[config.mk]
export PLATFORM = sky130hd
export DESIGN_NAME = psm_cmac
export DESIGN_NICKNAME = d
export VERILOG_FILES = /design/src/rtl/psm_pkg.sv /design/src/rtl/psm_cmac.sv
export SDC_FILE = /design/constraint.sdc
export NUM_CORES = 2
export LEC_CHECK = 0
export ABC_AREA = 1
export BUFFER_PORTS_ARGS = -buffer_cell sky130_fd_sc_hd__buf_2
export CAP_MARGIN = 20
export CORE_MARGIN = 5
export CORE_UTILIZATION = 25
export DETAILED_ROUTE_END_ITERATION = 8
export HOLD_SLACK_MARGIN = 0.08
export PLACE_DENSITY = 0.51
export SLEW_MARGIN = 10
export SYNTH_ARGS = -nofsm -noshare
export SYNTH_HDL_FRONTEND = slang
export SYNTH_SLANG_ARGS = --single-unit
[constraint.sdc]
create_clock -name clk -period 2.9 [get_ports clk]
set_clock_uncertainty 0.1 [all_clocks]
set_input_delay 0.145 -clock clk [delete_from_list [all_inputs] [get_ports clk]]
set_output_delay 0.145 -clock clk [all_outputs]
set_load 0.02 [all_outputs]
[src/rtl/psm_pkg.sv]
package psm_pkg;

	// Sizing of the block.
	localparam int PARTITIONS  = 16;
	localparam int BINS        = 257;
	localparam int SAMPLE_BITS = 16;

	// Fixed widths of the word fields.
	localparam int IN_W   = 16;
	localparam int BIN_W  = 9;
	localparam int PIDX_W = 4;
	localparam int ACC_W  = 40;

	// Derived sizes.
	localparam int DEPTH  = PARTITIONS * BINS;
	localparam int ADDR_W = (DEPTH > 1) ? $clog2(DEPTH) : 1;
	localparam int PART_W = (PARTITIONS > 1) ? $clog2(PARTITIONS) : 1;
	localparam int PROD_W = 2 * SAMPLE_BITS;
	localparam int TERM_W = PROD_W + 1;

	// Request type codes.
	localparam logic REQ_LOAD     = 1'b0;
	localparam logic REQ_SPECTRUM = 1'b1;

	typedef struct packed {
		logic                    req_type;
		logic [PIDX_W-1:0]       partition_index;
		logic [BIN_W-1:0]        bin_index;
		logic signed [IN_W-1:0]  value_re;
		logic signed [IN_W-1:0]  value_im;
		logic                    frame_last;
	} req_t;

	typedef struct packed {
		logic signed [ACC_W-1:0] sum_re;
		logic signed [ACC_W-1:0] sum_im;
		logic [BIN_W-1:0]        out_bin;
		logic                    out_last;
	} rsp_t;

	// One complex sample as held in the stores.
	typedef struct packed {
		logic signed [SAMPLE_BITS-1:0] re;
		logic signed [SAMPLE_BITS-1:0] im;
	} cplx_t;

	// Control from the sequencer to the multiply-accumulate unit.
	typedef struct packed {
		logic clear;
		logic issue;
	} cmac_ctl_t;

	typedef struct packed {
		logic busy;
	} cmac_stat_t;

	// Store address of one (row, bin) entry.
	function automatic logic [ADDR_W-1:0] row_addr(input logic [PART_W-1:0] row,
		input logic [BIN_W-1:0] bin);
		row_addr = ADDR_W'(row) * ADDR_W'(BINS) + ADDR_W'(bin);
	endfunction

	// Low SAMPLE_BITS of an input field, read as a signed sample.
	function automatic logic signed [SAMPLE_BITS-1:0] to_sample(input logic [IN_W-1:0] raw);
		to_sample = SAMPLE_BITS'(raw);
	endfunction

endpackage

[src/rtl/psm_cmac.sv]
module psm_cmac (
	input  logic                                clk,
	input  logic                                arst_n,
	input  psm_pkg::cmac_ctl_t                  ctl,
	input  psm_pkg::cplx_t                      dl,
	input  psm_pkg::cplx_t                      cf,
	output psm_pkg::cmac_stat_t                 stat,
	output logic signed [psm_pkg::ACC_W-1:0]    acc_re,
	output logic signed [psm_pkg::ACC_W-1:0]    acc_im
);

	logic                                  valid_s1;
	logic                                  valid_s2;
	logic signed [psm_pkg::PROD_W-1:0]     p_rr;
	logic signed [psm_pkg::PROD_W-1:0]     p_ii;
	logic signed [psm_pkg::PROD_W-1:0]     p_ri;
	logic signed [psm_pkg::PROD_W-1:0]     p_ir;
	logic signed [psm_pkg::TERM_W-1:0]     term_re_s2;
	logic signed [psm_pkg::TERM_W-1:0]     term_im_s2;
	logic signed [psm_pkg::ACC_W-1:0]      acc_re_q;
	logic signed [psm_pkg::ACC_W-1:0]      acc_im_q;

	// Operand words arrive from the stores in the cycle after the read is issued.
	always_ff @(posedge clk or negedge arst_n) begin
		if (!arst_n) begin
			valid_s1 <= 1'b0;
			valid_s2 <= 1'b0;
		end else begin
			valid_s1 <= ctl.issue;
			valid_s2 <= valid_s1;
		end
	end

	// The four partial products of one complex multiplication.
	always_comb begin
		p_rr = dl.re * cf.re;
		p_ii = dl.im * cf.im;
		p_ri = dl.re * cf.im;
		p_ir = dl.im * cf.re;
	end

	// Registered complex product.
	always_ff @(posedge clk) begin
		term_re_s2 <= psm_pkg::TERM_W'(p_rr) - psm_pkg::TERM_W'(p_ii);
		term_im_s2 <= psm_pkg::TERM_W'(p_ri) + psm_pkg::TERM_W'(p_ir);
	end

	// Accumulator, cleared at the start of each bin.
	always_ff @(posedge clk or negedge arst_n) begin
		if (!arst_n) begin
			acc_re_q <= '0;
			acc_im_q <= '0;
		end else if (ctl.clear) begin
			acc_re_q <= '0;
			acc_im_q <= '0;
		end else if (valid_s2) begin
			acc_re_q <= acc_re_q + psm_pkg::ACC_W'(term_re_s2);
			acc_im_q <= acc_im_q + psm_pkg::ACC_W'(term_im_s2);
		end
	end

	assign stat.busy = valid_s1 | valid_s2;
	assign acc_re    = acc_re_q;
	assign acc_im    = acc_im_q;

endmodule

==> impl_metrics.py <==
metrics = {
    "clocking": {
        "clkTransAtPathRegs_ps": 80,
        "clk_latency_ps": 520,
        "root_buffer": "clkbuf_16",
        "numCtsBuffers": 17,
        "clockBufferDepth": 2,
        "cts_tree": "built",
        "cts_sinks": 148,
        "htree_levels": 4,
    },
    "floorplanning": {
        "initial_core_util": 0.251,
        "die_w_um": 469,
        "placementRows": 168,
        "die-area_um2": 220000,
        "core_area_um2": 209000,
        "die_y_um": 469,
        "ios": 149,
    },
    "status": {
        "violations": "negative setup slack",
        "outcome": "finished, violations left",
    },
    "place": {
        "dpl_cell_area_um2": 63400,
        "place.gp.congestion": 0.891,
        "place_hpwl_mm": 154,
        "io_buffer_count": 148,
        "place_ws_ps": -4170,
    },
    "yosys": {
        "yosys_warnings": 0,
        "synth_area_um2": 52600,
        "ys_ff_latch": 148,
        "syn_inst": 6886,
        "ys_seq_area_frac": 0.0642,
        "syn_nets": 8517,
        "syn_area_per_cell_um2": 7.63,
        "ys_types": 35,
    },
    "layout": {
        "postLayoutCellArea_um2": 67900,
        "multi_input_area_um2": 43800,
        "nFillCells": 22100,
        "final_core_util": 0.324,
        "nets": 9222,
        "regArea_um2": 3370,
        "area_growth_syn_to_layout_pct": 29.1,
        "drive_above_1_share": 0.206,
    },
    "worst_hold_path": {
        "hold_class": "input pin to flop",
    },
    "run": {
        "maxCapViolations": 0,
    },
    "sta": {
        "finalSetupTns_ps": -159980,
        "hold_violations": 0,
        "worstMarginPinSlew_ps": 732,
        "fin_crit_sh": 2.10,
        "fin_crit_ps": 6100,
        "setup_viol": 60,
        "finalWorstSetupSlack_ps": -3200,
        "drv_slew": 0,
        "fmax_mhz": 164,
        "slew_headroom": 0.512,
        "rsz0062_at_grt": "yes",
    },
    "critical_path": {
        "cp.arrival_ps": 6400,
        "worstSetupPathType": "input pin to flop",
        "cp.required_ps": 3200,
        "cp-start-kind": "input pin",
        "cp_max_fo": 13,
        "worstSetupEndpointType": "flop",
    },
    "drt": {
        "viasPerCell": 4.21,
        "via_count": 43800,
        "first_pass_iters": 5,
        "wirelength_mm": 177,
        "routedWlPerCell_um": 16.9,
        "route.detailed.drc": 0,
        "final_antenna_net_count": 0,
        "drtIter0Drc": 2644,
    },
    "grt": {
        "grt.total_usage": 0.164,
        "antenna_found_initial": 26,
        "grt_max_degree": 81,
        "overflow": 0,
        "grt_pass1_wl_mm": 275,
        "grt_pass1_vias": 46900,
    },
}
==> final cells by class <==
type / instances / area share
multi-input cells: 4426 / 0.646
clock buffers: 19 / 0.00653
flip-flops and latches: 148 / 0.0497
repair buffers: 894 / 0.127
diodes: 10 / 0.000369
inverters: 2104 / 0.117
well taps: 2805 / 0.0517
clock inverters: 13 / 0.00164
==> repair_timing <==
action,CTS,global route
setup endpoints to repair,60,60
hold endpoints to repair,83,0
pin swaps,184,206
cloned,5,8
gates resized for setup,383,317
setup buffers,52,59
hold buffers,4,0
==> path summary, 6_finish.rpt <==
kind / startpoint / to / slack (ps) / cells past startpoint
min: ctl[1] / acc_re[38] / 170 / 5
max: dl[15] / term_im_s2[30] / -3200 / 24
min reg2reg: valid_s1 / valid_s2 / 280 / 0
max in group asynchronous: arst_n / acc_re[24] / 1740 / 4
max reg2reg: acc_re[0] / acc_re[32] / 300 / 12
min in group asynchronous: arst_n / acc_im[36] / 590 / 4
==> worst max-delay path, cell delays in order <==
cell and delay (ps):
buf_12 120, buf_12 140, buf_12 150, nand2_8 80
clkinvlp_4 90, buf_12 160, buf_6 130, fa_1 490
fa_1 440, fa_1 500, fa_2 580, fa_1 440
fa_1 470, fa_1 490, inv_1 50, fa_1 480
inv_1 70, ha_4 310, nand2_2 80, buf_4 150
nor3_4 270, nand4_1 290, nand3_1 190, nand2_2 80
==> per-layer routing <==
layer | wire length [um] | GRT usage
met1 | 80100 | 0.226
met2 | 81000 | 0.265
met3 | 10800 | 0.0301
met4 | 4430 | 0.0407
met5 | 98 | 0
==> synth_stat cells (all sizes together) <==
cell | number | share of area
inv | 2104 | 0.15
nand3b | 26 | 0.0037
o21a | 5 | 0.00071
nand4 | 32 | 0.0038
dfxtp | 66 | 0.025
nor4 | 1 | 0.00024
a22o | 4 | 0.00067
a21boi | 7 | 0.0010
o211ai | 6 | 0.00086
nand2 | 1939 | 0.14
dfrtp | 82 | 0.039
xnor2 | 19 | 0.0032
a21oi | 134 | 0.013
clkbuf | 208 | 0.015
ha | 388 | 0.092
o21bai | 17 | 0.0024
and3 | 2 | 0.00024
nor3 | 23 | 0.0026
nand3 | 165 | 0.016
a211o | 1 | 0.00017
a31oi | 5 | 0.00060
xor2 | 47 | 0.0078
a21o | 16 | 0.0023
nor2 | 302 | 0.022
o21ai | 87 | 0.0084
or2 | 25 | 0.0030
fa | 1175 | 0.45
==> registers in the layout (all words and copies together), names as in the netlist <==
| signal | cells |
|---|---|
| acc_im | 40 |
| acc_re | 40 |
| term_im_s2 | 33 |
| term_re_s2 | 33 |
| valid_s1 | 1 |
| valid_s2 | 1 |
==> logic make-up after synthesis <==
group           share of synthesized area
fa+ha+maj                           0.540
xor+xnor                           0.0110
flops                              0.0642
compound gates                     0.0299
simple gates                        0.190
buf+inv                             0.165
==> layout by cell type (no fill, tap or decap), drive strengths merged, types with 4 or more instances in the layout <==
cell type,n
nand3,165
a22o,4
a21oi,134
fa,1175
clkinv,7
nor2,302
nor3,23
nand3b,26
inv,2100
dfrtp,82
ha,388
a21o,16
buf,879
xnor2,19
clkinvlp,9
dfxtp,66
o21bai,17
nand4,32
or2,25
o21a,5
o211ai,6
a31oi,5
diode,10
a21boi,7
xor2,47
nand2,1939
o21ai,87
clkbuf,28
==> through the flow <==
step / hold slack, ps / instances
floorplan: -251 / 6886
global placement: 30.5 / 10300
detailed placement: 36.7 / 10300
CTS: 132 / 10400
global route: 172 / 10400
finish: 172 / 10400
Power is left out: the tool's default activity adds up to more than one toggle a clock period on the data nets, which glitch-free logic cannot reach.
